<file path="src/cbf_pkg.sv">
// ============================================================================
// cbf_pkg
// Shared types and constants of the counting Bloom filter: opcodes, the
// classified item that travels from the front end to the update engine,
// register addresses and store geometry.
// ============================================================================
package cbf_pkg;

    // Store geometry and key layout.
    localparam int INDEX_BITS  = 16;
    localparam int MAX_HASHES  = 5;
    localparam int STORE_DEPTH = 1 << INDEX_BITS;
    localparam int CTR_W       = 4;
    localparam int HASH_W      = 3;
    localparam int IDXW_W      = 5;
    localparam int STEP_W      = $clog2(MAX_HASHES + 1);

    // Counter limits.
    localparam logic [CTR_W-1:0] CTR_MAX  = 4'hF;
    localparam logic [CTR_W-1:0] CTR_ZERO = 4'h0;

    // Reset values of the configuration registers.
    localparam logic [HASH_W-1:0] HASHES_RESET  = 3'd5;
    localparam logic [IDXW_W-1:0] IDX_W_RESET   = 5'd16;
    localparam logic [HASH_W-1:0] HASHES_LIMIT  = HASH_W'(MAX_HASHES);

    // Configuration port geometry: register index sits in paddr[2].
    localparam int APB_ADDR_W = 3;
    localparam int APB_DATA_W = 32;
    localparam logic REG_HASHES = 1'b0;
    localparam logic REG_IDX_W  = 1'b1;

    // Depth of the queue between front end and update engine.
    localparam int Q_DEPTH = 2;
    localparam int Q_PTR_W = $clog2(Q_DEPTH);
    localparam int Q_CNT_W = $clog2(Q_DEPTH + 1);

    // Operation codes.
    typedef enum logic [1:0] {
        OP_TEST = 2'd0,
        OP_ADD  = 2'd1,
        OP_DEL  = 2'd2,
        OP_NOP  = 2'd3
    } op_t;

    // Update engine states.
    typedef enum logic [1:0] {
        ST_CLEAR,
        ST_IDLE,
        ST_RUN,
        ST_DONE
    } bstate_t;

    // One classified item: opcode, number of counters and their indices.
    typedef struct packed {
        op_t                                  op;
        logic [HASH_W-1:0]                    hashes;
        logic [MAX_HASHES-1:0][INDEX_BITS-1:0] idx;
    } item_t;

    // Queue status seen by the front end and the engine.
    typedef struct packed {
        logic full;
        logic empty;
    } q_status_t;

    // Completion reported by the engine.
    typedef struct packed {
        logic done;
        logic member;
    } result_t;

endpackage

</file>
<file path="src/cbf_front.sv">
// ============================================================================
// cbf_front
// Front end: accepts a command, masks the key words to the configured index
// width, clamps the hash count and pushes the classified item into the queue.
// ============================================================================
module cbf_front (
    input  logic                                start,
    input  logic [1:0]                          opcode,
    input  logic [31:0]                         key_word0,
    input  logic [31:0]                         key_word1,
    input  logic [31:0]                         key_word2,
    input  logic [31:0]                         key_word3,
    input  logic [31:0]                         key_word4,
    input  logic [cbf_pkg::HASH_W-1:0]          hashes_per_key,
    input  logic [cbf_pkg::IDXW_W-1:0]          index_width,
    input  logic                                clearing,
    input  cbf_pkg::q_status_t                  q_status,
    output logic                                busy,
    output logic                                push,
    output cbf_pkg::item_t                      item
);

    logic [cbf_pkg::INDEX_BITS-1:0]                          mask;
    logic [cbf_pkg::MAX_HASHES-1:0][31:0]                    words;

    // Busy while the store is being cleared or the queue has no room.
    assign busy = clearing || q_status.full;
    assign push = start && !busy;

    assign words[0] = key_word0;
    assign words[1] = key_word1;
    assign words[2] = key_word2;
    assign words[3] = key_word3;
    assign words[4] = key_word4;

    // Index mask: bit j is kept when j lies below the configured width.
    always_comb
    begin
        for (int j = 0; j < cbf_pkg::INDEX_BITS; j++)
        begin
            mask[j] = (index_width > cbf_pkg::IDXW_W'(j));
        end
    end

    // Classified item.
    always_comb
    begin
        item.op     = cbf_pkg::op_t'(opcode);
        item.hashes = (hashes_per_key > cbf_pkg::HASHES_LIMIT) ?
                      cbf_pkg::HASHES_LIMIT : hashes_per_key;
        for (int i = 0; i < cbf_pkg::MAX_HASHES; i++)
        begin
            item.idx[i] = words[i][cbf_pkg::INDEX_BITS-1:0] & mask;
        end
    end

endmodule

</file>
<file path="config.mk">
export PLATFORM = sky130hd
export DESIGN_NAME = cbf_front
export DESIGN_NICKNAME = d
export VERILOG_FILES = /design/src/cbf_pkg.sv /design/src/cbf_front.sv
export SDC_FILE = /design/constraint.sdc
export NUM_CORES = 1
export LEC_CHECK = 0
export ABC_AREA = 1
export BUFFER_PORTS_ARGS = -buffer_cell sky130_fd_sc_hd__buf_2
export CORE_AREA = 2 2 100 102
export DETAILED_ROUTE_END_ITERATION = 16
export DIE_AREA = 0 0 102 104
export GPL_ROUTABILITY_DRIVEN = 0
export PLACE_DENSITY = 0.5
export SLEW_MARGIN = 20
export SYNTH_ARGS = -nofsm -noshare
export SYNTH_HDL_FRONTEND = slang
export SYNTH_SLANG_ARGS = --single-unit
</file>
<file path="constraint.sdc">
create_clock -name vclk -period 1.1
set_clock_uncertainty 0.1 [all_clocks]
set_input_delay 0.165 -clock vclk [all_inputs]
set_output_delay 0.165 -clock vclk [all_outputs]
set_load 0.005 [all_outputs]
</file>
==> flow_metrics.env, run 1 <==
export IMPL_failed_checks="setup timing"
export IMPL_final_layout_size_suffix_gt1_frac=0.615
export IMPL_min_period_ns=1.16
export IMPL_die_w_microns=102
export IMPL_drt_first_pass_iters=4
export IMPL_crit_type="in -> out"
export IMPL_io_buffers=176
export IMPL_n_clock_buffer=0
export IMPL_worst_slack_ns=-0.0629
export IMPL_hp_start="opcode[0]"
export IMPL_netlist_area_sq_um=817
export IMPL_grt_pass1_vias=1428
export IMPL_critPathLaunchType="input port"
export IMPL_diodes=0
export IMPL_max_clock_freq_ghz=0.860
export IMPL_ios=261
export IMPL_start_util=0.0856
export IMPL_p_per_area_mw_per_mm2=357
export IMPL_slew_viol_final=0
export IMPL_grt_pass1_wl_mm=6.31
export IMPL_critPathLaunch="index_width[4]"
export IMPL_endpoint_kind="output pin"
export IMPL_core_region_area_sq_mm=0.00955
export IMPL_cap_violations=0
export IMPL_seq_cells=0
export IMPL_hold_viol=0
export IMPL_num_rows=36
export IMPL_post_route_util=0.236
export IMPL_crit_required_ns=0.83
export IMPL_synth_nets=380
export IMPL_slowest_stage="buf_8"
export IMPL_ys_seq_area_frac=0
export IMPL_finalNetCount=566
export IMPL_netlist_instances=206
export IMPL_seqCellArea_sq_um=0
export IMPL_dr_total_vias=1708
export IMPL_slowest_delay_ns=0.13
export IMPL_overflow=0
export IMPL_route_detailed_drc=0
export IMPL_p_leak_uw=0.00159
export IMPL_synth_area_per_cell_sq_um=3.97
export IMPL_multi_input_area_sq_um=657
export IMPL_fin_hold_ws_ns=0.230
export IMPL_grt_total_usage=0.0728
export IMPL_grt_max_degree=7
export IMPL_peakVddDrop_uv=78.5
export IMPL_wl_per_cell_microns=8.83
export IMPL_place_ws_ns=-0.275
export IMPL_fillers=1088
export IMPL_hold_buffers=0
export IMPL_viasPerCell=3.27
export IMPL_fin_tns_setup_ns=-0.762
export IMPL_yosysWarnings=0
export IMPL_relSlewSlack=0.851
export IMPL_area_growth_pct=175
export IMPL_status="finished with violations"
export IMPL_cp_cell_sequence="buf_12 > buf_8 > nor2_4 > nand2_4 > o21ai_4 > nor2_1 > buf_2"
export IMPL_rsz0062_at_grt="true"
export IMPL_tightest_slew_ns=0.223
export IMPL_totalWireLength_mm=4.62
export IMPL_drt_iter0_drc=7
export IMPL_worst_hold_path_type="in -> out"
export IMPL_die_h_microns=104
export IMPL_finalSetupViolations=38
export IMPL_dp_final_hpwl_mm=4.05
export IMPL_drt_antenna_violating_nets=0
export IMPL_synthDistinctLibCells=14
export IMPL_antenna_found_initial=0
export IMPL_arrival_ns=0.90
export IMPL_whs_path_depth=0
export IMPL_worst_path_max_fanout=5
export IMPL_fin_crit_sh=1.06
export IMPL_final_common_cell="buf_2"
export IMPL_die_area_sq_mm=0.0106
export IMPL_final_cell_mix="buf_2, inv_1, nor2_1"
-- cells in the mapped netlist --
cell type  count  share of area
o21ai_0        1         0.0061
buf_2          1         0.0061
buf_4          2          0.018
or2_2          1         0.0077
nor2_4         2          0.028
nor2_1        74           0.34
nand2_2        2          0.015
inv_1         91           0.42
o21ai_1        2          0.012
clkbuf_1       1         0.0046
nand2_1       24           0.11
nand3_1        2          0.012
a21oi_1        2          0.012
a21o_1         1         0.0092
-- layout make-up --
type | count | area share
inverter | 91 | 0.165
timing repair buffer | 188 | 0.469
tap | 133 | 0.0740
multi-input combinational | 111 | 0.292
-- per-layer routing --
metal,track usage,wire length [microns],vias to the layer above
met5,0,0,-
met4,0.00190,27,0
met3,0.00269,387,4
met2,0.159,2510,96
met1,0.0769,1690,708
li1,-,-,900
-- through the flow --
step	instance area [sq um]	total power, uW	std cells
global route	2250	895	523
CTS	2140	766	523
detailed placement	1920	668	522
finish	2250	802	523
global placement	1920	663	522
floorplan	817	254	206
-- report_power, final --
group          switching, uW  leakage, uW  internal [uW]
Clock                      0            0              0
Combinational            382      0.00159            420
Sequential                 0            0              0
Total                    382      0.00159            420
-- path summary, 6_finish.rpt --
check / to
min: item[83]
max: item[70]
-- cell families after synthesis --
logic type / after synthesis / share of synthesized area
compound gates: 6 / 0.0398
simple gates: 105 / 0.513
buf+inv: 95 / 0.447
-- repair_timing --
action,in CTS,in global routing
buffers inserted,2,0
gates cloned,0,0
setup endpoints to repair,75,74
resized for setup,65,34
pin swaps,16,13
hold endpoints to repair,0,0
-- worst max-delay path, delay by kind of cell --
| kind | cells | cell delay (ns) |
|---|---|---|
| buf+inv | 3 | 0.38 |
| compound gates | 1 | 0.10 |
| simple gates | 3 | 0.26 |
(Power assumes the default switching activity.)
==> run 2, diff against run 1 <==
Settings changed: CORE_AREA 2 2 100 102 to 2 2 101 103, DIE_AREA 0 0 102 104 to 0 0 103 105.
Clock period 1.1 ns to 1.41 ns, I/O delays scaled along.
==> run 2 against run 1 <==
  * Worst hold slack improved by 0.093 ns
  * The flow now finishes without violations
  * Total power decreased by 36%
  * Global-route usage decreased by 0.75 points
  * Cell count decreased by 0.38%
  * Non-clock buffer count decreased by 2
  * First-iteration DRC count increased to 4.0 times the previous value
  * Largest cell class unchanged
  * Highest routed layer is now met5
  * Clock-buffer cell count unchanged
  * Die area increased by 2.0%
==> flow_metrics.env, run 2 (same netlist as run 1, synthesis figures left out) <==
export IMPL_slowest_delay_ns=0.17
export IMPL_final_cell_mix="buf_2, inv_1, nor2_1"
export IMPL_die_h_microns=105
export IMPL_route_detailed_drc=0
export IMPL_rsz0062_at_grt="true"
export IMPL_die_w_microns=103
export IMPL_placed_cells=521
export IMPL_core_region_area_sq_mm=0.00964
export IMPL_relSlewSlack=0.846
export IMPL_n_clock_buffer=0
export IMPL_dp_final_hpwl_mm=3.94
export IMPL_worst_hold_path_type="in -> out"
export IMPL_ios=261
export IMPL_status="complete, no violations"
export IMPL_slowest_stage="nor2_1"
export IMPL_antenna_found_initial=1
export IMPL_worst_path_max_fanout=6
export IMPL_tightest_slew_ns=0.231
export IMPL_area_growth_pct=138
export IMPL_cp_endpoint="item[26]"
export IMPL_seq_cells=0
export IMPL_grt_total_usage=0.0654
export IMPL_cap_violations=0
export IMPL_endpoint_kind="output pin"
export IMPL_wl_per_cell_microns=8.27
export IMPL_peakVddDrop_uv=52.6
export IMPL_min_period_ns=1.33
export IMPL_dr_total_vias=1669
export IMPL_final_common_cell="buf_2"
export IMPL_diodes=0
export IMPL_crit_required_ns=1.10
export IMPL_io_buffers=176
export IMPL_cp_cell_sequence="buf_2 > nor2_1 > nand3_1 > nand2_2 > nor2_1 > buf_2"
export IMPL_grt_pass1_vias=1323
export IMPL_final_layout_size_suffix_gt1_frac=0.513
export IMPL_viasPerCell=3.20
export IMPL_critPathLaunchType="input port"
export IMPL_grt_max_degree=9
export IMPL_drt_first_pass_iters=4
export IMPL_grt_pass1_wl_mm=5.77
export IMPL_fin_crit_sh=0.944
export IMPL_finalSetupViolations=0
export IMPL_drt_antenna_violating_nets=0
export IMPL_seqCellArea_sq_um=0
export IMPL_max_clock_freq_ghz=0.751
export IMPL_finalNetCount=564
export IMPL_slew_viol_final=0
export IMPL_fin_hold_ws_ns=0.323
export IMPL_cts_setup_buffers=0
export IMPL_hold_buffers=0
export IMPL_overflow=0
export IMPL_p_per_area_mw_per_mm2=265
export IMPL_die_area_sq_mm=0.0108
export IMPL_final_cells=521
export IMPL_post_route_util=0.202
export IMPL_num_rows=36
export IMPL_p_leak_uw=0.00152
export IMPL_drt_iter0_drc=28
export IMPL_start_util=0.0848
export IMPL_hold_viol=0
export IMPL_arrival_ns=1.02
export IMPL_crit_type="in -> out"
export IMPL_critPathLaunch="index_width[2]"
export IMPL_totalWireLength_mm=4.31
==> run 2: changes by cell type in the layout (fill, tap and decap cells not counted), sizes merged <==
cell / previous run / this run
buf: 188 / 186
==> run 2: final cells by class <==
type | instances | area [sq um]
Timing Repair Buffer | 186 | 956
Fill cell | 1167 | 7690
Multi-Input combinational cell | 111 | 483
Tap cell | 133 | 166
Inverter | 91 | 342
==> run 2: through the flow <==
step / setup slack, ns / instance area, sq um / TNS (ns) / total power, uW
after floorplan: 0.285 / 817 / 0 / 198
after global placement: -0.00541 / 1920 / -0.00541 / 511
after detailed placement: -0.0347 / 1920 / -0.116 / 515
after CTS: 0.0238 / 1920 / 0 / 520
after global routing: -0.0438 / 1950 / -0.185 / 590
final: 0.0785 / 1950 / 0 / 517
==> run 2: worst min path at each step <==
stage                                 start        to  cells past startpoint
after floorplan           hashes_per_key[2]  item[81]                      1
after global placement            opcode[1]  item[84]                      0
after detailed placement          opcode[1]  item[84]                      0
after CTS                         opcode[1]  item[84]                      0
after global routing              opcode[1]  item[84]                      0
final                             opcode[1]  item[84]                      0
==> run 2: what timing repair did <==
action / in CTS / in global routing
endpoints found under the hold margin: 0 / 0
gates resized for setup: 2 / 8
setup endpoints to repair: 6 / 35
==> run 2: layer usage <==
layer / up-vias / share of wire / GRT usage
met4: 2 / 0 / 0
met5: - / 0.0030 / 0
met3: 2 / 0.11 / 0.00669
li1: 896 / - / -
met1: 666 / 0.38 / 0.0685
met2: 103 / 0.51 / 0.141
==> run 2: worst max-delay path, delay by kind of cell <==
kind          cells  cell delay (ns)
buf+inv           2             0.26
simple gates      4             0.53
==> run 2: power breakdown <==
part           switching [uW]  internal (uW)
Clock                       0              0
Sequential                  0              0
Combinational             245            272
Total                     245            272
==> run 3, diff against run 2 <==
Settings changed: CAP_MARGIN set to 10, REMOVE_ABC_BUFFERS set to 1.
Clock period 1.41 ns to 1.58 ns, I/O delays scaled along.
==> run 3 against run 2 <==
  * Worst hold slack improved by 0.051 ns
  * Largest cell class unchanged
  * Combinational power decreased by 14%
  * Die area unchanged
  * Core utilization decreased by 0.68 points
  * Critical path depth unchanged
  * Setup slack improved by 0.052 ns
  * Design area decreased by 3.3%
  * Via count unchanged
  * Critical endpoint is now item[17]
  * Routed wire length increased by 1.0%
  * Sequential cell count unchanged
  * Total power decreased by 14%
==> flow_metrics.env, run 3 (same netlist as run 1, synthesis figures left out) <==
export IMPL_switchingPower_uw=213
export IMPL_cp_cell_sequence="buf_2 > inv_1 > nand2_2 > nor2_1 > nor2_1 > buf_2"
export IMPL_worst_hold_path_type="in -> out"
export IMPL_diodes=0
export IMPL_p_per_area_mw_per_mm2=237
export IMPL_peakVddDrop_uv=47.1
export IMPL_endpoint_kind="output pin"
export IMPL_num_rows=36
export IMPL_grt_max_degree=9
export IMPL_io_buffers=176
export IMPL_fin_crit_sh=0.917
export IMPL_grt_total_usage=0.0668
export IMPL_min_period_ns=1.45
export IMPL_totalWireLength_mm=4.35
export IMPL_pwr_share_comb=1.000
export IMPL_critPathLaunchType="input port"
export IMPL_p_int_uw=232
export IMPL_n_clock_buffer=0
export IMPL_route_detailed_drc=0
export IMPL_arrival_ns=1.11
export IMPL_die_area_sq_mm=0.0108
export IMPL_grt_pass1_wl_mm=5.91
export IMPL_fillers=1169
export IMPL_fin_tns_setup_ns=0
export IMPL_ctsResizeCount=0
export IMPL_p_leak_uw=0.00150
export IMPL_die_w_microns=103
export IMPL_seq_cells=0
export IMPL_area_growth_pct=130
export IMPL_relSlewSlack=0.761
export IMPL_core_region_area_sq_mm=0.00964
export IMPL_antenna_found_initial=1
export IMPL_cap_violations=0
export IMPL_slowest_delay_ns=0.30
export IMPL_crit_type="in -> out"
export IMPL_dp_final_hpwl_mm=4.04
export IMPL_rsz0062_at_grt="false"
export IMPL_status="complete, no violations"
export IMPL_hold_buffers=0
export IMPL_switching_share=0.478
export IMPL_viasPerCell=3.23
export IMPL_finish_instance_area_sq_mm=0.00188
export IMPL_die_h_microns=105
export IMPL_clock_power_share=0
export IMPL_grt_pass1_vias=1350
export IMPL_final_common_cell="buf_2"
export IMPL_pwr_share_seq=0
export IMPL_finalSetupViolations=0
export IMPL_max_clock_freq_ghz=0.690
export IMPL_dr_total_vias=1669
export IMPL_drt_antenna_violating_nets=0
export IMPL_wl_per_cell_microns=8.44
export IMPL_drt_first_pass_iters=4
export IMPL_finalNetCount=559
export IMPL_start_util=0.0848
export IMPL_final_cell_mix="buf_2, inv_1, nor2_1"
export IMPL_worst_slack_ns=0.131
export IMPL_final_layout_size_suffix_gt1_frac=0.488
export IMPL_crit_required_ns=1.24
export IMPL_ios=261
export IMPL_tightest_slew_ns=0.356
export IMPL_slew_viol_final=0
export IMPL_slowest_stage="nor2_1"
export IMPL_worst_path_max_fanout=5
export IMPL_hold_viol=0
export IMPL_cts_setup_buffers=0
export IMPL_drt_iter0_drc=45
export IMPL_place_ws_ns=0.0881
export IMPL_seqCellArea_sq_um=0
export IMPL_post_dp_cell_area_sq_mm=0.00188
export IMPL_overflow=0
==> run 3: cell count changes in the layout (fill, tap and decap cells not counted), sizes merged <==
cell  delta
buf      -5
==> run 3: final timing paths <==
| kind | slack, ns | endpoint | cells past startpoint | from |
|---|---|---|---|---|
| setup / recovery | 0.13 | item[17] | 6 | index_width[4] |
| hold / removal | 0.37 | item[83] | 0 | opcode[0] |
==> run 3: metrics by stage <==
stage               std cells   util  power (uW)  hold slack [ns]
finish                    516  0.195         445            0.374
global route              516  0.195         510            0.374
global placement          516  0.195         446            0.375
detailed placement        516  0.195         452            0.375
floorplan                 202      -         168            0.374
CTS                       516  0.195         454            0.375
==> run 3: final cells by class <==
| type | instances | area [sq um] | area share |
|---|---|---|---|
| inverters | 91 | 342 | 0.182 |
| well taps | 133 | 166 | 0.0884 |
| multi-input cells | 111 | 455 | 0.242 |
| repair buffers | 181 | 918 | 0.488 |
==> run 3: worst max-delay path: cells and delay by family <==
kind	cells	cell delay (ns)
AND/OR/NAND/NOR	3	0.49
buffers and inverters	3	0.37
==> run 3: metal layers <==
layer  track usage  wire length, microns
met4             0                     0
met1        0.0677                  1550
met2         0.143                  2240
met3        0.0120                   547
met5             0                    13
==> run 3: power by group through the flow <==
stage	Clock, uW	Combinational, uW	Sequential, uW
after CTS	0	454	0
after floorplan	0	168	0
final	0	445	0
after global placement	0	446	0
after global routing	0	510	0
after detailed placement	0	452	0
