<file path="config.mk">
export PLATFORM = sky130hd
export DESIGN_NAME = cbf_queue
export DESIGN_NICKNAME = d
export VERILOG_FILES = /design/src/cbf_pkg.sv /design/src/cbf_queue.sv
export SDC_FILE = /design/constraint.sdc
export NUM_CORES = 1
export LEC_CHECK = 0
export BUFFER_PORTS_ARGS = -buffer_cell sky130_fd_sc_hd__buf_2
export CAP_MARGIN = 10
export CORE_MARGIN = 5
export CORE_UTILIZATION = 40
export CTS_BUF_LIST = sky130_fd_sc_hd__clkbuf_2 sky130_fd_sc_hd__clkbuf_4 sky130_fd_sc_hd__clkbuf_8
export DETAILED_ROUTE_END_ITERATION = 8
export MAX_ROUTING_LAYER = met4
export PLACE_DENSITY = 0.67
export SETUP_SLACK_MARGIN = 0.2
export SYNTH_ARGS = -nofsm -noshare
export SYNTH_HDL_FRONTEND = slang
export SYNTH_SLANG_ARGS = --single-unit
</file>
<file path="constraint.sdc">
create_clock -name clk -period 9.8 [get_ports clk]
set_input_delay 0.98 -clock clk [delete_from_list [all_inputs] [get_ports clk]]
set_output_delay 0.98 -clock clk [all_outputs]
set_load 0.005 [all_outputs]
</file>
<file path="src/cbf_pkg.sv">
// ============================================================================
// cbf_pkg
// Shared types and constants of the counting Bloom filter: opcodes, the
// classified item that travels from the front end to the update engine,
// register addresses and store geometry.
// ============================================================================
package cbf_pkg;

    // Store geometry and key layout.
    localparam int INDEX_BITS  = 16;
    localparam int MAX_HASHES  = 5;
    localparam int STORE_DEPTH = 1 << INDEX_BITS;
    localparam int CTR_W       = 4;
    localparam int HASH_W      = 3;
    localparam int IDXW_W      = 5;
    localparam int STEP_W      = $clog2(MAX_HASHES + 1);

    // Counter limits.
    localparam logic [CTR_W-1:0] CTR_MAX  = 4'hF;
    localparam logic [CTR_W-1:0] CTR_ZERO = 4'h0;

    // Reset values of the configuration registers.
    localparam logic [HASH_W-1:0] HASHES_RESET  = 3'd5;
    localparam logic [IDXW_W-1:0] IDX_W_RESET   = 5'd16;
    localparam logic [HASH_W-1:0] HASHES_LIMIT  = HASH_W'(MAX_HASHES);

    // Configuration port geometry: register index sits in paddr[2].
    localparam int APB_ADDR_W = 3;
    localparam int APB_DATA_W = 32;
    localparam logic REG_HASHES = 1'b0;
    localparam logic REG_IDX_W  = 1'b1;

    // Depth of the queue between front end and update engine.
    localparam int Q_DEPTH = 2;
    localparam int Q_PTR_W = $clog2(Q_DEPTH);
    localparam int Q_CNT_W = $clog2(Q_DEPTH + 1);

    // Operation codes.
    typedef enum logic [1:0] {
        OP_TEST = 2'd0,
        OP_ADD  = 2'd1,
        OP_DEL  = 2'd2,
        OP_NOP  = 2'd3
    } op_t;

    // Update engine states.
    typedef enum logic [1:0] {
        ST_CLEAR,
        ST_IDLE,
        ST_RUN,
        ST_DONE
    } bstate_t;

    // One classified item: opcode, number of counters and their indices.
    typedef struct packed {
        op_t                                  op;
        logic [HASH_W-1:0]                    hashes;
        logic [MAX_HASHES-1:0][INDEX_BITS-1:0] idx;
    } item_t;

    // Queue status seen by the front end and the engine.
    typedef struct packed {
        logic full;
        logic empty;
    } q_status_t;

    // Completion reported by the engine.
    typedef struct packed {
        logic done;
        logic member;
    } result_t;

endpackage

</file>
<file path="src/cbf_queue.sv">
// ============================================================================
// cbf_queue
// Short queue of classified items between the front end and the update
// engine, so that each side can stall on its own.
// ============================================================================
module cbf_queue (
    input  logic                clk,
    input  logic                rst_n,
    input  logic                push,
    input  cbf_pkg::item_t      push_item,
    input  logic                pop,
    output cbf_pkg::item_t      pop_item,
    output cbf_pkg::q_status_t  status
);

    cbf_pkg::item_t                   slot_reg [cbf_pkg::Q_DEPTH];
    logic [cbf_pkg::Q_PTR_W-1:0]      wr_ptr_reg, wr_ptr_next;
    logic [cbf_pkg::Q_PTR_W-1:0]      rd_ptr_reg, rd_ptr_next;
    logic [cbf_pkg::Q_CNT_W-1:0]      count_reg, count_next;

    assign status.full  = (count_reg == cbf_pkg::Q_CNT_W'(cbf_pkg::Q_DEPTH));
    assign status.empty = (count_reg == '0);
    assign pop_item     = slot_reg[rd_ptr_reg];

    // Pointer and fill count updates.
    always_comb
    begin
        wr_ptr_next = wr_ptr_reg;
        rd_ptr_next = rd_ptr_reg;
        count_next  = count_reg;
        if (push)
        begin
            wr_ptr_next = (wr_ptr_reg == cbf_pkg::Q_PTR_W'(cbf_pkg::Q_DEPTH - 1)) ?
                          '0 : wr_ptr_reg + 1'b1;
        end
        if (pop)
        begin
            rd_ptr_next = (rd_ptr_reg == cbf_pkg::Q_PTR_W'(cbf_pkg::Q_DEPTH - 1)) ?
                          '0 : rd_ptr_reg + 1'b1;
        end
        if (push && !pop)
        begin
            count_next = count_reg + 1'b1;
        end
        else if (pop && !push)
        begin
            count_next = count_reg - 1'b1;
        end
    end

    always_ff @(posedge clk or negedge rst_n)
    begin
        if (!rst_n)
        begin
            wr_ptr_reg <= '0;
            rd_ptr_reg <= '0;
            count_reg  <= '0;
        end
        else
        begin
            wr_ptr_reg <= wr_ptr_next;
            rd_ptr_reg <= rd_ptr_next;
            count_reg  <= count_next;
        end
    end

    // Item storage.
    always_ff @(posedge clk)
    begin
        if (push)
        begin
            slot_reg[wr_ptr_reg] <= push_item;
        end
    end

    // The front end never pushes into a full queue.
    a_no_overflow: assert property (@(posedge clk) disable iff (!rst_n)
        push |-> (!status.full || pop))
        else $error("queue push while full");

    // The engine never pops an empty queue.
    a_no_underflow: assert property (@(posedge clk) disable iff (!rst_n)
        pop |-> !status.empty)
        else $error("queue pop while empty");

    // The fill count never exceeds the depth.
    a_count_range: assert property (@(posedge clk) disable iff (!rst_n)
        count_reg <= cbf_pkg::Q_CNT_W'(cbf_pkg::Q_DEPTH))
        else $error("queue count out of range");

endmodule

</file>
==> report_table.html, run 1 <==
<table>
<tr><th>Metric</th><th>Value</th></tr>
<tr><th colspan="2">Synth</th></tr>
<tr><td>Synth top cells by count</td><td>170 x sky130_fd_sc_hd__edfxtp_1, 45 x sky130_fd_sc_hd__mux2_2, 40 x sky130_fd_sc_hd__mux2_4</td></tr>
<tr><td>Per-instance average area after synthesis</td><td>between 20 and 25 um^2</td></tr>
<tr><td>Synthesized Nets</td><td>between 300 and 400</td></tr>
<tr><td>Cell with the most instances after synthesis</td><td>sky130_fd_sc_hd__edfxtp_1</td></tr>
<tr><td>Synthesized area</td><td>between 6000 and 7000 um^2</td></tr>
<tr><td>Async set or reset register ratio after synthesis</td><td>0.0230</td></tr>
<tr><td>Main flop type after synthesis</td><td>sky130_fd_sc_hd__edfxtp_1</td></tr>
<tr><td>Fraction of the yosys area taken by sequential cells</td><td>0.798</td></tr>
<tr><td>Yosys top cell area share</td><td>0.782</td></tr>
<tr><td>Number of synthesized flops with an enable pin</td><td>170</td></tr>
<tr><td>Number of warnings reported in the yosys synthesis log</td><td>0</td></tr>
<tr><td>Cells after synthesis</td><td>281</td></tr>
<tr><td>Leading cell types by total area after synthesis</td><td>sky130_fd_sc_hd__edfxtp_1 78%, sky130_fd_sc_hd__mux2_4 9.2%, sky130_fd_sc_hd__mux2_2 7.8%</td></tr>
<tr><td>Number of library cell types mapped by synthesis</td><td>15</td></tr>
<tr><td>Number of flip-flops and latches in the synthesized netlist</td><td>between 150 and 200</td></tr>
<tr><td>Largest area contributor in the synthesized netlist</td><td>sky130_fd_sc_hd__edfxtp_1</td></tr>
<tr><th colspan="2">Cells and area</th></tr>
<tr><td>Count of non-filler cells in the finished layout</td><td>between 600 and 700</td></tr>
<tr><td>Filler cells</td><td>between 1k and 1.5k</td></tr>
<tr><td>Total area of multi-input combinational cells</td><td>between 1000 and 1500 um^2</td></tr>
<tr><td>Area growth syn-to-layout</td><td>21.6%</td></tr>
<tr><td>Sequential cell area</td><td>roughly 5200 um^2</td></tr>
<tr><td>Share of layout cells above drive strength 1</td><td>0.609</td></tr>
<tr><td>Finished layout cell area</td><td>about 7900 um^2</td></tr>
<tr><td>Max reg flops</td><td>between 150 and 200</td></tr>
<tr><td>Final #Nets</td><td>between 500 and 600</td></tr>
<tr><th colspan="2">Pwr</th></tr>
<tr><td>Total leakage power</td><td>between 3 and 4 nW</td></tr>
<tr><td>Power density relative to cell area</td><td>between 200 and 300 nW/um^2</td></tr>
<tr><td>Largest voltage drop on the vdd net</td><td>around 0.13 mV</td></tr>
<tr><th colspan="2">Floorplanning</th></tr>
<tr><td>Area of the core</td><td>between 15000 and 20000 um^2</td></tr>
<tr><td>Die Span Y</td><td>between 100 and 150 um</td></tr>
<tr><td># rows</td><td>46</td></tr>
<tr><td>Ports placed on the boundary</td><td>176</td></tr>
<tr><td>Total Die Area</td><td>19000 um^2</td></tr>
<tr><td>DIE WIDTH</td><td>approximately 140 um</td></tr>
<tr><td>Initial core utilization</td><td>0.409</td></tr>
<tr><th colspan="2">Routing</th></tr>
<tr><td>Total wire length</td><td>~12000 um</td></tr>
<tr><td>Post-detailed-route via-to-cell ratio</td><td>~4.5</td></tr>
<tr><td>Iteration-0 DRC Markers</td><td>134</td></tr>
<tr><td>Detailed-route wire length per cell</td><td>17.2 um</td></tr>
<tr><td>Count of TritonRoute iterations in the first routing pass</td><td>4</td></tr>
<tr><td>Routed metal-1 wirelength</td><td>4970 um</td></tr>
<tr><td>Met2 routed WL</td><td>around 6000 um</td></tr>
<tr><td>Via Count</td><td>3180</td></tr>
<tr><td>Met3 routed wirelength</td><td>around 970 um</td></tr>
<tr><td>Highest metal layer used by the detailed router</td><td>met4</td></tr>
<tr><td>Antenna Violating Nets Remaining</td><td>0</td></tr>
<tr><td>Post-route DRC violation count</td><td>0</td></tr>
<tr><th colspan="2">Placement</th></tr>
<tr><td>Number of cells after detailed placement</td><td>approximately 670</td></tr>
<tr><td>Final weighted congestion in routability-driven placement</td><td>roughly 0.72</td></tr>
<tr><td>Count of port buffers added during placement</td><td>approximately 180</td></tr>
<tr><td>Instance area after placement</td><td>~7600 um^2</td></tr>
<tr><td>DP Wirelength</td><td>8120 um</td></tr>
<tr><td>Setup Slack @ Placement</td><td>~6.7 ns</td></tr>
<tr><th colspan="2">STA</th></tr>
<tr><td>Slew margin rel.</td><td>0.454</td></tr>
<tr><td>Unrepaired setup endpoints after global routing</td><td>false</td></tr>
<tr><td>Minimum clock period</td><td>~3.6 ns</td></tr>
<tr><td>Count of final setup violators</td><td>0</td></tr>
<tr><td>Clock Skew</td><td>between 0.009 and 0.01 ns</td></tr>
<tr><td>Fraction of the cycle the final worst path needs</td><td>0.365</td></tr>
<tr><td>Max Freq</td><td>279 MHz</td></tr>
<tr><td>Setup WS post-layout</td><td>between 6 and 7 ns</td></tr>
<tr><td>Final setup TNS</td><td>0 ns</td></tr>
<tr><td>Worst hold slack</td><td>around 0.32 ns</td></tr>
<tr><td>Hold violation count in the final report</td><td>0</td></tr>
<tr><td>Pin slew with the least headroom to its limit</td><td>0.818 ns</td></tr>
<tr><td>Max-slew violations</td><td>0</td></tr>
<tr><th colspan="2">CTS</th></tr>
<tr><td>Post-cts resize count</td><td>0</td></tr>
<tr><td>Clock Latency Late Sink</td><td>roughly 0.44 ns</td></tr>
<tr><td>Root buffer cell</td><td>sky130_fd_sc_hd__clkbuf_8</td></tr>
<tr><td>Max Root-Sink Buffers</td><td>2</td></tr>
<tr><td>CTS buffer count</td><td>17</td></tr>
<tr><td>Clock transition at the registers of the reported paths</td><td>0.09 ns</td></tr>
<tr><td>Total number of clock tree sinks</td><td>between 150 and 200</td></tr>
<tr><td>CTS tree</td><td>yes</td></tr>
<tr><td>CTS hold repair buffers</td><td>0</td></tr>
<tr><td>CTS HTree Levels</td><td>4</td></tr>
<tr><td>Post-CTS setup-driven buffer insertion count</td><td>0</td></tr>
<tr><th colspan="2">Job</th></tr>
<tr><td>Total of max-cap violations</td><td>0</td></tr>
<tr><th colspan="2">Critical path</th></tr>
<tr><td>Critical Path Sink Type</td><td>output pin</td></tr>
<tr><td>Cell with the biggest individual delay on the critical path</td><td>sky130_fd_sc_hd__dfrtp_4</td></tr>
<tr><td>Series of cell instances along the critical path</td><td>buf_4 -&gt; mux2_2 -&gt; buf_2</td></tr>
<tr><td>Worst stage delay on the critical path</td><td>just under 0.9 ns</td></tr>
<tr><td>Category of the critical setup timing path</td><td>flip-flop to output pin</td></tr>
<tr><td>Startpoint type of the worst setup path</td><td>flip-flop</td></tr>
<tr><td>Arrival time of data at the critical path endpoint</td><td>~2.6 ns</td></tr>
<tr><td>Required time at the worst-slack endpoint</td><td>about 8.8 ns</td></tr>
<tr><td>Peak fanout along the critical path</td><td>44</td></tr>
<tr><th colspan="2">Worst hold path</th></tr>
<tr><td>Classification of the worst-slack hold path</td><td>input pin to async pin</td></tr>
<tr><th colspan="2">Global routing</th></tr>
<tr><td>Global Route Usage Sum</td><td>0.130</td></tr>
<tr><td>Pin count of the biggest net entering global routing</td><td>60</td></tr>
<tr><td>Wire length of the first global-routing pass</td><td>about 18000 um</td></tr>
<tr><td>Number of global-route vias before repair</td><td>roughly 3.5k</td></tr>
<tr><td>Total global routing overflow</td><td>0</td></tr>
<tr><td>Antenna violations before repair</td><td>2</td></tr>
<tr><th colspan="2">Status</th></tr>
<tr><td>Status</td><td>complete, no violations</td></tr>
</table>
==> area by class of cell <==
type                            count  area share
Timing Repair Buffer              178       0.113
Inverter                            1    0.000473
Tap cell                          216      0.0341
Clock buffer                       19      0.0314
Multi-Input combinational cell     96       0.151
Sequential cell                   174       0.657
Antenna cell                        2    0.000631
Clock inverter                     13      0.0125
==> metal layers <==
metal,vias to the layer above,GRT usage
met1,1562,0.155
met4,0,0.0516
met5,-,-
met3,17,0.0383
li1,1479,-
met2,122,0.210
==> where the power goes <==
group          total [mW]  internal (mW)  leakage (nW)  switching [mW]
Clock               0.443          0.202         0.170           0.241
Sequential           1.07          0.988          1.64          0.0784
Combinational       0.580          0.325          1.26           0.255
Total                2.09           1.52          3.07           0.575
==> critical path, delay by kind of cell, from the launching register on <==
kind	cells	cell delay, ns
buffers and inverters	2	0.80
multiplexers	1	0.42
flip-flops	1	0.89
==> final timing paths <==
path                            slack, ns    startpoint         endpoint  cells past startpoint
worst max-delay path                 6.22    rd_ptr_reg     pop_item[65]                      3
worst min-delay path                 0.32         rst_n     count_reg[1]                      1
worst max register to register       7.55    wr_ptr_reg  slot_reg[0][44]                      2
worst min register to register       0.52  count_reg[1]     count_reg[1]                      1
max in group asynchronous            9.35         rst_n       rd_ptr_reg                      1
min in group clk                     0.52  count_reg[1]     count_reg[1]                      1
==> layout by cell type (no fill, tap or decap), types with 3 or more instances in the layout <==
cell type and count:
sky130_fd_sc_hd__buf_2 175, sky130_fd_sc_hd__edfxtp_1 170, sky130_fd_sc_hd__mux2_2 45, sky130_fd_sc_hd__mux2_4 40, sky130_fd_sc_hd__clkbuf_8 17, sky130_fd_sc_hd__clkinv_1 5
sky130_fd_sc_hd__xor2_1 4, sky130_fd_sc_hd__clkinvlp_4 3, sky130_fd_sc_hd__dfrtp_1 3, sky130_fd_sc_hd__buf_4 3
==> per-stage QoR <==
stage	utilization	power [mW]
2_1_floorplan	-	1.48
3_5_place_dp	0.476	1.68
4_1_cts	0.497	2.13
3_3_place_gp	0.476	1.67
5_1_grt	0.498	2.21
6_report	0.498	2.09
==> kinds of logic after synthesis <==
kind of cell	after synthesis	share of synthesized area
adders and majority gates	1	0.00192
muxes	85	0.170
buffers and inverters	11	0.0199
DFF	174	0.798
and+or+nand+nor	5	0.00403
xor gates and xnor gates	5	0.00671
Power figures use the tool's default switching activity.
==> run 2: changes to the inputs <==
clock period = 3.3 ns   (was 9.8 ns; I/O delays follow)
==> run 2 against run 1 <==
  * Via count barely moved
  * Clock power grew to 3.6 times the previous value
  * Clock-buffer cell count up 2
  * Total power grew to 3.1 times the previous value
  * Setup slack got worse by 5.3 ns
  * Sequential share of layout area is 1.0 points lower
  * Core utilization up 0.78 points
  * Sequential power rose to 2.9 times the previous value
  * Die area did not move
  * First-iteration DRC count is 12% higher
  * Cell area up 1.6%
  * Critical path type unchanged
  * Critical endpoint is now pop_item[1]
==> report_table.html, run 2 (synthesized netlist as in run 1, its figures left out) <==
<table>
<tr><th>Metric</th><th>Value</th></tr>
<tr><th colspan="2">Status</th></tr>
<tr><td>Status</td><td>complete, no violations</td></tr>
<tr><th colspan="2">Critical path</th></tr>
<tr><td>Startpoint type of the worst setup path</td><td>flip-flop</td></tr>
<tr><td>Required time at the worst-slack endpoint</td><td>2.97 ns (-5.85 ns)</td></tr>
<tr><td>Critical Path Sink Type</td><td>output pin</td></tr>
<tr><td>R2R Setup Slk</td><td>1.46 ns (-6.09 ns)</td></tr>
<tr><td>Category of the critical setup timing path</td><td>flip-flop to output pin</td></tr>
<tr><td>Launch instance of the worst register-to-register path</td><td>wr_ptr_reg</td></tr>
<tr><td>Worst reg2reg endpoint</td><td>slot_reg[1][21]</td></tr>
<tr><td>Peak fanout along the critical path</td><td>24 (-45%)</td></tr>
<tr><td>Arrival time of data at the critical path endpoint</td><td>2.03 ns (-0.57 ns)</td></tr>
<tr><td>Cell depth of the worst flop-to-flop path</td><td>2 (unchanged)</td></tr>
<tr><th colspan="2">CTS</th></tr>
<tr><td>Max Root-Sink Buffers</td><td>2 (unchanged)</td></tr>
<tr><td>Total number of clock tree sinks</td><td>174 (unchanged)</td></tr>
<tr><td>Post-CTS setup-driven buffer insertion count</td><td>0 (unchanged)</td></tr>
<tr><td>CTS hold repair buffers</td><td>1 (+1)</td></tr>
<tr><td>Post-cts resize count</td><td>0 (unchanged)</td></tr>
<tr><td>Clock transition at the registers of the reported paths</td><td>0.09 ns (about the same)</td></tr>
<tr><td>Clock Latency Late Sink</td><td>0.44 ns (about the same)</td></tr>
<tr><td>CTS tree</td><td>yes</td></tr>
<tr><td>Root buffer cell</td><td>sky130_fd_sc_hd__clkbuf_8</td></tr>
<tr><td>CTS buffer count</td><td>17 (unchanged)</td></tr>
<tr><td>CTS HTree Levels</td><td>4 (unchanged)</td></tr>
<tr><th colspan="2">Placement</th></tr>
<tr><td>Final weighted congestion in routability-driven placement</td><td>0.720 (about the same)</td></tr>
<tr><td>Number of cells after detailed placement</td><td>668 (+0.45%)</td></tr>
<tr><td>Count of port buffers added during placement</td><td>175 (unchanged)</td></tr>
<tr><td>Setup Slack @ Placement</td><td>1.38 ns (-5.29 ns)</td></tr>
<tr><td>Instance area after placement</td><td>7620 um^2 (+0.46%)</td></tr>
<tr><td>DP Wirelength</td><td>8060 um (-0.84%)</td></tr>
<tr><th colspan="2">Cells and area</th></tr>
<tr><td>Final #Nets</td><td>562 (+0.72%)</td></tr>
<tr><td>Count of non-filler cells in the finished layout</td><td>702 (+0.43%)</td></tr>
<tr><td>Share of layout cells above drive strength 1</td><td>0.619 (+0.00941)</td></tr>
<tr><td>Finished layout cell area</td><td>8060 um^2 (+1.6%)</td></tr>
<tr><td>Area growth syn-to-layout</td><td>23.5%</td></tr>
<tr><td>Max reg flops</td><td>170 (unchanged)</td></tr>
<tr><td>Most common cell after layout, fill and taps aside</td><td>sky130_fd_sc_hd__buf_2</td></tr>
<tr><td>Commonest non-fill, non-tap cells in the layout</td><td>175 x sky130_fd_sc_hd__buf_2, 170 x sky130_fd_sc_hd__edfxtp_1, 45 x sky130_fd_sc_hd__mux2_2</td></tr>
<tr><th colspan="2">Global routing</th></tr>
<tr><td>Wire length of the first global-routing pass</td><td>17700 um (-0.46%)</td></tr>
<tr><td>Antenna violations before repair</td><td>0 (-2)</td></tr>
<tr><td>Total global routing overflow</td><td>0 (unchanged)</td></tr>
<tr><td>Number of global-route vias before repair</td><td>3558 (+0.85%)</td></tr>
<tr><td>Global Route Usage Sum</td><td>0.129 (-0.00107)</td></tr>
<tr><td>Pin count of the biggest net entering global routing</td><td>60 (unchanged)</td></tr>
<tr><th colspan="2">Routing</th></tr>
<tr><td>Total wire length</td><td>11800 um (-1.5%)</td></tr>
<tr><td>Iteration-0 DRC Markers</td><td>150 (+12%)</td></tr>
<tr><td>Count of TritonRoute iterations in the first routing pass</td><td>4 (unchanged)</td></tr>
<tr><td>Detailed-route wire length per cell</td><td>16.8 um (-1.9%)</td></tr>
<tr><td>Antenna Violating Nets Remaining</td><td>0 (unchanged)</td></tr>
<tr><td>Post-route DRC violation count</td><td>0 (unchanged)</td></tr>
<tr><td>Via Count</td><td>3178 (-0.063%)</td></tr>
<tr><td>Post-detailed-route via-to-cell ratio</td><td>4.53 (-0.49%)</td></tr>
<tr><th colspan="2">Worst hold path</th></tr>
<tr><td>Worst hold stages</td><td>1</td></tr>
<tr><td>Start point of the worst hold path</td><td>push_item[9]</td></tr>
<tr><td>Sink of the worst hold path</td><td>slot_reg[0][9]</td></tr>
<tr><td>Classification of the worst-slack hold path</td><td>input pin to flip-flop</td></tr>
<tr><th colspan="2">Floorplanning</th></tr>
<tr><td>Ports placed on the boundary</td><td>176 (unchanged)</td></tr>
<tr><td># rows</td><td>46 (unchanged)</td></tr>
<tr><td>Die Span Y</td><td>138 um (unchanged)</td></tr>
<tr><td>Initial core utilization</td><td>0.409 (unchanged)</td></tr>
<tr><td>Total Die Area</td><td>19000 um^2 (unchanged)</td></tr>
<tr><td>DIE WIDTH</td><td>138 um (unchanged)</td></tr>
<tr><td>Area of the core</td><td>15900 um^2 (unchanged)</td></tr>
<tr><th colspan="2">STA</th></tr>
<tr><td>Final setup TNS</td><td>0 ns (unchanged)</td></tr>
<tr><td>Clock Skew</td><td>0.00638 ns (-0.00337 ns)</td></tr>
<tr><td>Max-slew violations</td><td>0 (unchanged)</td></tr>
<tr><td>Max Freq</td><td>about 420 MHz</td></tr>
<tr><td>Unrepaired setup endpoints after global routing</td><td>false</td></tr>
<tr><td>Hold violation count in the final report</td><td>0 (unchanged)</td></tr>
<tr><td>Fraction of the cycle the final worst path needs</td><td>0.716</td></tr>
<tr><td>Count of final setup violators</td><td>0 (unchanged)</td></tr>
<tr><td>Slew margin rel.</td><td>0.448 (-0.00604)</td></tr>
<tr><td>Pin slew with the least headroom to its limit</td><td>0.827 ns (+0.00906 ns)</td></tr>
<tr><td>Setup WS post-layout</td><td>0.937 ns (-5.28 ns)</td></tr>
<tr><td>Minimum clock period</td><td>2.36 ns</td></tr>
<tr><th colspan="2">Pwr</th></tr>
<tr><td>Tot Pwr</td><td>6.50 mW (+210%)</td></tr>
<tr><td>Total leakage power</td><td>3.15 nW (+2.5%)</td></tr>
<tr><td>Power density relative to cell area</td><td>806 nW/um^2 (+210%)</td></tr>
<tr><td>Largest voltage drop on the vdd net</td><td>0.359 mV (+180%)</td></tr>
<tr><th colspan="2">Job</th></tr>
<tr><td>Total of max-cap violations</td><td>0 (unchanged)</td></tr>
</table>
-- run 2: changes by cell type in the layout (fill, tap and decap cells not counted), sizes merged --
cell | previous run | this run
clkinv | 8 | 6
clkinvlp | 3 | 0
dlygate4sd3 | 0 | 1
diode | 2 | 1
buf | 178 | 181
bufinv | 1 | 4
clkbuf | 19 | 21
-- run 2: layer usage --
layer,GRT usage,up-vias,routed length (um)
met5,-,-,0
met4,0.0368,0,125
met3,0.0478,9,935
met2,0.216,125,5840
met1,0.147,1552,4910
li1,-,1492,-
-- run 2: cell type report --
| type | count | area (um^2) |
|---|---|---|
| well taps | 216 | 270 |
| clock inverters | 11 | 165 |
| diodes | 1 | 2.50 |
| fillers | 1333 | 7890 |
| inverters | 1 | 3.75 |
| clock buffers | 21 | 264 |
| multi-input cells | 96 | 1200 |
| flip-flops and latches | 174 | 5210 |
| repair buffers | 182 | 943 |
-- run 2: critical path: stages, from the launching register on --
cell and delay (ns):
sky130_fd_sc_hd__dfrtp_4 0.64, sky130_fd_sc_hd__buf_4 0.42, sky130_fd_sc_hd__mux2_2 0.38, sky130_fd_sc_hd__buf_2 0.13
-- run 2: how the worst max path moves through the flow --
| stage | start | to | slack (ns) |
|---|---|---|---|
| 2_1_floorplan | wr_ptr_reg | slot_reg[0][0] | 0.25 |
| 3_3_place_gp | rd_ptr_reg | pop_item[71] | 1.42 |
| 3_5_place_dp | push | slot_reg[1][18] | 1.38 |
| 4_1_cts | rd_ptr_reg | pop_item[1] | 0.88 |
| 5_1_grt | rd_ptr_reg | pop_item[0] | 0.82 |
| 6_report | rd_ptr_reg | pop_item[1] | 0.94 |
-- run 2: report_power, final --
part / total [mW] / switching [mW] / internal [mW]
sequential: 3.11 / 0.170 / 2.94
combinational: 1.82 / 0.823 / 0.992
clock: 1.58 / 0.720 / 0.857
total: 6.50 / 1.71 / 4.78
-- run 2: per-stage QoR --
step                hold WS, ns  utilization
floorplan                0.0344            -
global placement          0.143        0.478
detailed placement        0.145        0.478
CTS                      0.0281        0.505
global route             0.0217        0.505
finish                   0.0691        0.505
==> run 3: changes to the inputs <==
ABC_AREA = 1   (was default)
PLACE_DENSITY = 0.69   (was 0.67)
clock period = 1.93 ns   (was 3.3 ns; I/O delays follow)
==> run 3 against run 2 <==
  * Clock-buffer cell count rose by 2
  * Critical path depth rose by 1
  * Setup slack got worse by 0.89 ns
  * Synthesized cell count rose by 3.2%
  * Hold slack improved by 0.023 ns
  * Critical path type unchanged
==> report_table.html, run 3 <==
<table>
<tr><th>Metric</th><th>Value</th></tr>
<tr><th colspan="2">Synth</th></tr>
<tr><td>Fraction of the yosys area taken by sequential cells</td><td>0.795 (-0.00244)</td></tr>
<tr><td>Async set or reset register ratio after synthesis</td><td>0.0230 (unchanged)</td></tr>
<tr><td>Cell with the most instances after synthesis</td><td>sky130_fd_sc_hd__edfxtp_1</td></tr>
<tr><td>Number of flip-flops and latches in the synthesized netlist</td><td>174 (unchanged)</td></tr>
<tr><td>Synthesized area</td><td>6550 um^2 (+0.31%)</td></tr>
<tr><td>Number of synthesized flops with an enable pin</td><td>170 (unchanged)</td></tr>
<tr><td>Main flop type after synthesis</td><td>sky130_fd_sc_hd__edfxtp_1</td></tr>
<tr><td>Number of warnings reported in the yosys synthesis log</td><td>0 (unchanged)</td></tr>
<tr><td>Leading cell types by total area after synthesis</td><td>sky130_fd_sc_hd__edfxtp_1 78%, sky130_fd_sc_hd__mux2_4 9.2%, sky130_fd_sc_hd__mux2_2 7.7%</td></tr>
<tr><td>Synthesized Nets</td><td>380 (+2.4%)</td></tr>
<tr><td>Number of library cell types mapped by synthesis</td><td>16 (+1)</td></tr>
<tr><td>Largest area contributor in the synthesized netlist</td><td>sky130_fd_sc_hd__edfxtp_1</td></tr>
<tr><td>Cells after synthesis</td><td>290 (+3.2%)</td></tr>
<tr><td>Per-instance average area after synthesis</td><td>22.6 um^2 (-2.8%)</td></tr>
<tr><td>Synth top cells by count</td><td>170 x sky130_fd_sc_hd__edfxtp_1, 45 x sky130_fd_sc_hd__mux2_2, 40 x sky130_fd_sc_hd__mux2_4, 7 x sky130_fd_sc_hd__inv_1, 5 x sky130_fd_sc_hd__nand2_1</td></tr>
<tr><td>Yosys top cell area share</td><td>0.780 (-0.00239)</td></tr>
<tr><th colspan="2">CTS</th></tr>
<tr><td>CTS HTree Levels</td><td>4 (unchanged)</td></tr>
<tr><td>Max Root-Sink Buffers</td><td>2 (unchanged)</td></tr>
<tr><td>CTS tree</td><td>yes</td></tr>
<tr><td>CTS buffer count</td><td>17 (unchanged)</td></tr>
<tr><td>Clock transition at the registers of the reported paths</td><td>0.09 ns (about the same)</td></tr>
<tr><td>Clock Latency Late Sink</td><td>0.44 ns (about the same)</td></tr>
<tr><td>Root buffer cell</td><td>sky130_fd_sc_hd__clkbuf_8</td></tr>
<tr><td>Total number of clock tree sinks</td><td>174 (unchanged)</td></tr>
<tr><th colspan="2">Critical path</th></tr>
<tr><td>Arrival time of data at the critical path endpoint</td><td>1.69 ns (-0.34 ns)</td></tr>
<tr><td>Peak fanout along the critical path</td><td>8 (-67%)</td></tr>
<tr><td>Category of the critical setup timing path</td><td>flip-flop to output pin</td></tr>
<tr><td>Cell depth of the worst flop-to-flop path</td><td>3 (+1)</td></tr>
<tr><td>Required time at the worst-slack endpoint</td><td>1.74 ns (-1.23 ns)</td></tr>
<tr><td>R2R Setup Slk</td><td>0.55 ns (-0.91 ns)</td></tr>
<tr><td>Worst reg2reg endpoint</td><td>slot_reg[1][82]</td></tr>
<tr><td>Launch instance of the worst register-to-register path</td><td>wr_ptr_reg</td></tr>
<tr><td>Critical Path Sink Type</td><td>output pin</td></tr>
<tr><td>Startpoint type of the worst setup path</td><td>flip-flop</td></tr>
<tr><th colspan="2">Floorplanning</th></tr>
<tr><td>Initial core utilization</td><td>0.411 (+0.00126)</td></tr>
<tr><td>Die Span Y</td><td>138 um (+0.14%)</td></tr>
<tr><td>Area of the core</td><td>15900 um^2 (unchanged)</td></tr>
<tr><td>DIE WIDTH</td><td>138 um (+0.14%)</td></tr>
<tr><td>Ports placed on the boundary</td><td>176 (unchanged)</td></tr>
<tr><td>Total Die Area</td><td>19000 um^2 (+0.28%)</td></tr>
<tr><td># rows</td><td>46 (unchanged)</td></tr>
<tr><th colspan="2">Routing</th></tr>
<tr><td>Post-route DRC violation count</td><td>0 (unchanged)</td></tr>
<tr><td>Antenna Violating Nets Remaining</td><td>0 (unchanged)</td></tr>
<tr><td>Detailed-route wire length per cell</td><td>18.8 um (+12%)</td></tr>
<tr><td>Post-detailed-route via-to-cell ratio</td><td>4.57 (+0.99%)</td></tr>
<tr><td>Via Count</td><td>3685 (+16%)</td></tr>
<tr><td>Iteration-0 DRC Markers</td><td>179 (+19%)</td></tr>
<tr><td>Total wire length</td><td>15200 um (+28%)</td></tr>
<tr><td>Count of TritonRoute iterations in the first routing pass</td><td>6 (+2)</td></tr>
<tr><th colspan="2">Status</th></tr>
<tr><td>Status</td><td>complete, no violations</td></tr>
<tr><th colspan="2">Cells and area</th></tr>
<tr><td>Commonest non-fill, non-tap cells in the layout</td><td>170 x sky130_fd_sc_hd__edfxtp_1, 119 x sky130_fd_sc_hd__buf_2, 88 x sky130_fd_sc_hd__dlygate4sd3_1</td></tr>
<tr><td>Finished layout cell area</td><td>9540 um^2 (+18%)</td></tr>
<tr><td>Final core utilization</td><td>0.598 (+0.0931)</td></tr>
<tr><td>Most common cell after layout, fill and taps aside</td><td>sky130_fd_sc_hd__edfxtp_1</td></tr>
<tr><td>Max reg flops</td><td>170 (unchanged)</td></tr>
<tr><td>Count of non-filler cells in the finished layout</td><td>806 (+15%)</td></tr>
<tr><td>Area growth syn-to-layout</td><td>45.8%</td></tr>
<tr><td>Share of layout cells above drive strength 1</td><td>0.523 (-0.0956)</td></tr>
<tr><td>Final #Nets</td><td>667 (+19%)</td></tr>
<tr><th colspan="2">Global routing</th></tr>
<tr><td>Number of global-route vias before repair</td><td>3989 (+12%)</td></tr>
<tr><td>Global Route Usage Sum</td><td>0.153 (+0.0233)</td></tr>
<tr><td>Total global routing overflow</td><td>0 (unchanged)</td></tr>
<tr><td>Wire length of the first global-routing pass</td><td>21000 um (+18%)</td></tr>
<tr><td>Antenna violations before repair</td><td>1 (+1)</td></tr>
<tr><td>Pin count of the biggest net entering global routing</td><td>68 (+13%)</td></tr>
<tr><th colspan="2">Pwr</th></tr>
<tr><td>Net switching component of the power</td><td>3.37 mW (+97%)</td></tr>
<tr><td>Tot Pwr</td><td>12.6 mW (+93%)</td></tr>
<tr><td>Sequential group share of total power</td><td>0.417 (-0.061)</td></tr>
<tr><td>Total leakage power</td><td>3.80 nW (+21%)</td></tr>
<tr><td>Combinational fraction of design power</td><td>0.380 (+0.101)</td></tr>
<tr><td>Switching Share</td><td>0.268 (+0.00448)</td></tr>
<tr><td>Cell-internal power</td><td>9.20 mW (+92%)</td></tr>
<tr><td>Largest voltage drop on the vdd net</td><td>0.750 mV (+110%)</td></tr>
<tr><td>Clock power frac</td><td>0.204 (-0.039)</td></tr>
<tr><td>Power density relative to cell area</td><td>1320 nW/um^2 (+63%)</td></tr>
<tr><th colspan="2">STA</th></tr>
<tr><td>Clock Skew</td><td>0.0104 ns (+0.00407 ns)</td></tr>
<tr><td>Slew margin rel.</td><td>0.705 (+0.257)</td></tr>
<tr><td>Max Freq</td><td>around 530 MHz</td></tr>
<tr><td>Pin slew with the least headroom to its limit</td><td>0.442 ns (-0.385 ns)</td></tr>
<tr><td>Minimum clock period</td><td>about 1.9 ns</td></tr>
<tr><td>Fraction of the cycle the final worst path needs</td><td>0.977</td></tr>
<tr><td>Worst hold slack</td><td>0.0921 ns (+0.0230 ns)</td></tr>
<tr><td>Final setup TNS</td><td>0 ns (unchanged)</td></tr>
<tr><td>Max-slew violations</td><td>0 (unchanged)</td></tr>
<tr><td>Count of final setup violators</td><td>0 (unchanged)</td></tr>
<tr><td>Unrepaired setup endpoints after global routing</td><td>true</td></tr>
<tr><td>Setup WS post-layout</td><td>0.0440 ns (-0.893 ns)</td></tr>
<tr><td>Hold violation count in the final report</td><td>0 (unchanged)</td></tr>
<tr><th colspan="2">Placement</th></tr>
<tr><td>Setup Slack @ Placement</td><td>0.400 ns (-0.981 ns)</td></tr>
<tr><td>Instance area after placement</td><td>7660 um^2 (+0.64%)</td></tr>
<tr><td>Final weighted congestion in routability-driven placement</td><td>0.728 (+1.0%)</td></tr>
<tr><td>Count of port buffers added during placement</td><td>175 (unchanged)</td></tr>
<tr><td>Number of cells after detailed placement</td><td>677 (+1.3%)</td></tr>
<tr><td>DP Wirelength</td><td>8070 um (+0.11%)</td></tr>
<tr><th colspan="2">Worst hold path</th></tr>
<tr><td>Classification of the worst-slack hold path</td><td>input pin to async pin</td></tr>
<tr><th colspan="2">Job</th></tr>
<tr><td>Total of max-cap violations</td><td>0 (unchanged)</td></tr>
</table>
-- run 3: area by class of cell --
| class | count | area, um^2 |
|---|---|---|
| timing repair buffer | 278 | 2380 |
| tap | 216 | 270 |
| sequential | 174 | 5210 |
| clock inverter | 8 | 116 |
| multi-input combinational | 99 | 1250 |
| antenna | 1 | 2.50 |
| clock buffer | 23 | 279 |
| inverter | 7 | 30.0 |
| fill | 1163 | 6400 |
-- run 3: how the worst max path moves through the flow --
| stage | end | startpoint | cells past startpoint |
|---|---|---|---|
| CTS | pop_item[76] | rd_ptr_reg | 3 |
| finish | pop_item[36] | rd_ptr_reg | 4 |
| global placement | pop_item[65] | rd_ptr_reg | 3 |
| floorplan | slot_reg[1][0] | wr_ptr_reg | 2 |
| global route | pop_item[21] | rd_ptr_reg | 4 |
| detailed placement | pop_item[65] | rd_ptr_reg | 3 |
-- run 3: kinds of logic after synthesis --
family | Yosys count | synth area share
flops | 174 | 0.795
mux | 85 | 0.169
buf+inv | 17 | 0.0233
simple gates | 10 | 0.00631
xor+xnor | 3 | 0.00402
fa+ha+maj | 1 | 0.00191
-- run 3: metal layers --
layer | part of all wire | GRT usage | vias to the layer above
met2 | 0.53 | 0.265 | 123
li1 | - | - | 1710
met4 | 0.013 | 0.0434 | 0
met1 | 0.40 | 0.170 | 1837
met5 | 0 | - | -
met3 | 0.058 | 0.0483 | 15
-- run 3: worst max-delay path: stages (launching register included) --
cell	delay, ns
sky130_fd_sc_hd__dfrtp_4	0.50
sky130_fd_sc_hd__buf_12	0.16
sky130_fd_sc_hd__clkbuf_16	0.17
sky130_fd_sc_hd__mux2_4	0.31
sky130_fd_sc_hd__buf_6	0.12
-- run 3: what timing repair did --
action / 4_1_cts / 5_1_grt
setup endpoints to repair: 85 / 85
resized for setup: 45 / 34
pin swaps: 0 / 0
setup buffers: 0 / 2
gates cloned: 1 / 6
endpoints found under the hold margin: 176 / 0
hold buffers: 88 / 0
-- run 3: power by group through the flow --
| stage | sequential (mW) | clock (mW) | combinational (mW) |
|---|---|---|---|
| 6_report | 5.24 | 2.56 | 4.77 |
| 5_1_grt | 5.30 | 2.80 | 5.08 |
| 4_1_cts | 5.25 | 2.63 | 4.04 |
| 3_5_place_dp | 5.31 | 0 | 3.31 |
| 3_3_place_gp | 5.27 | 0 | 3.28 |
| 2_1_floorplan | 5.25 | 0 | 2.24 |
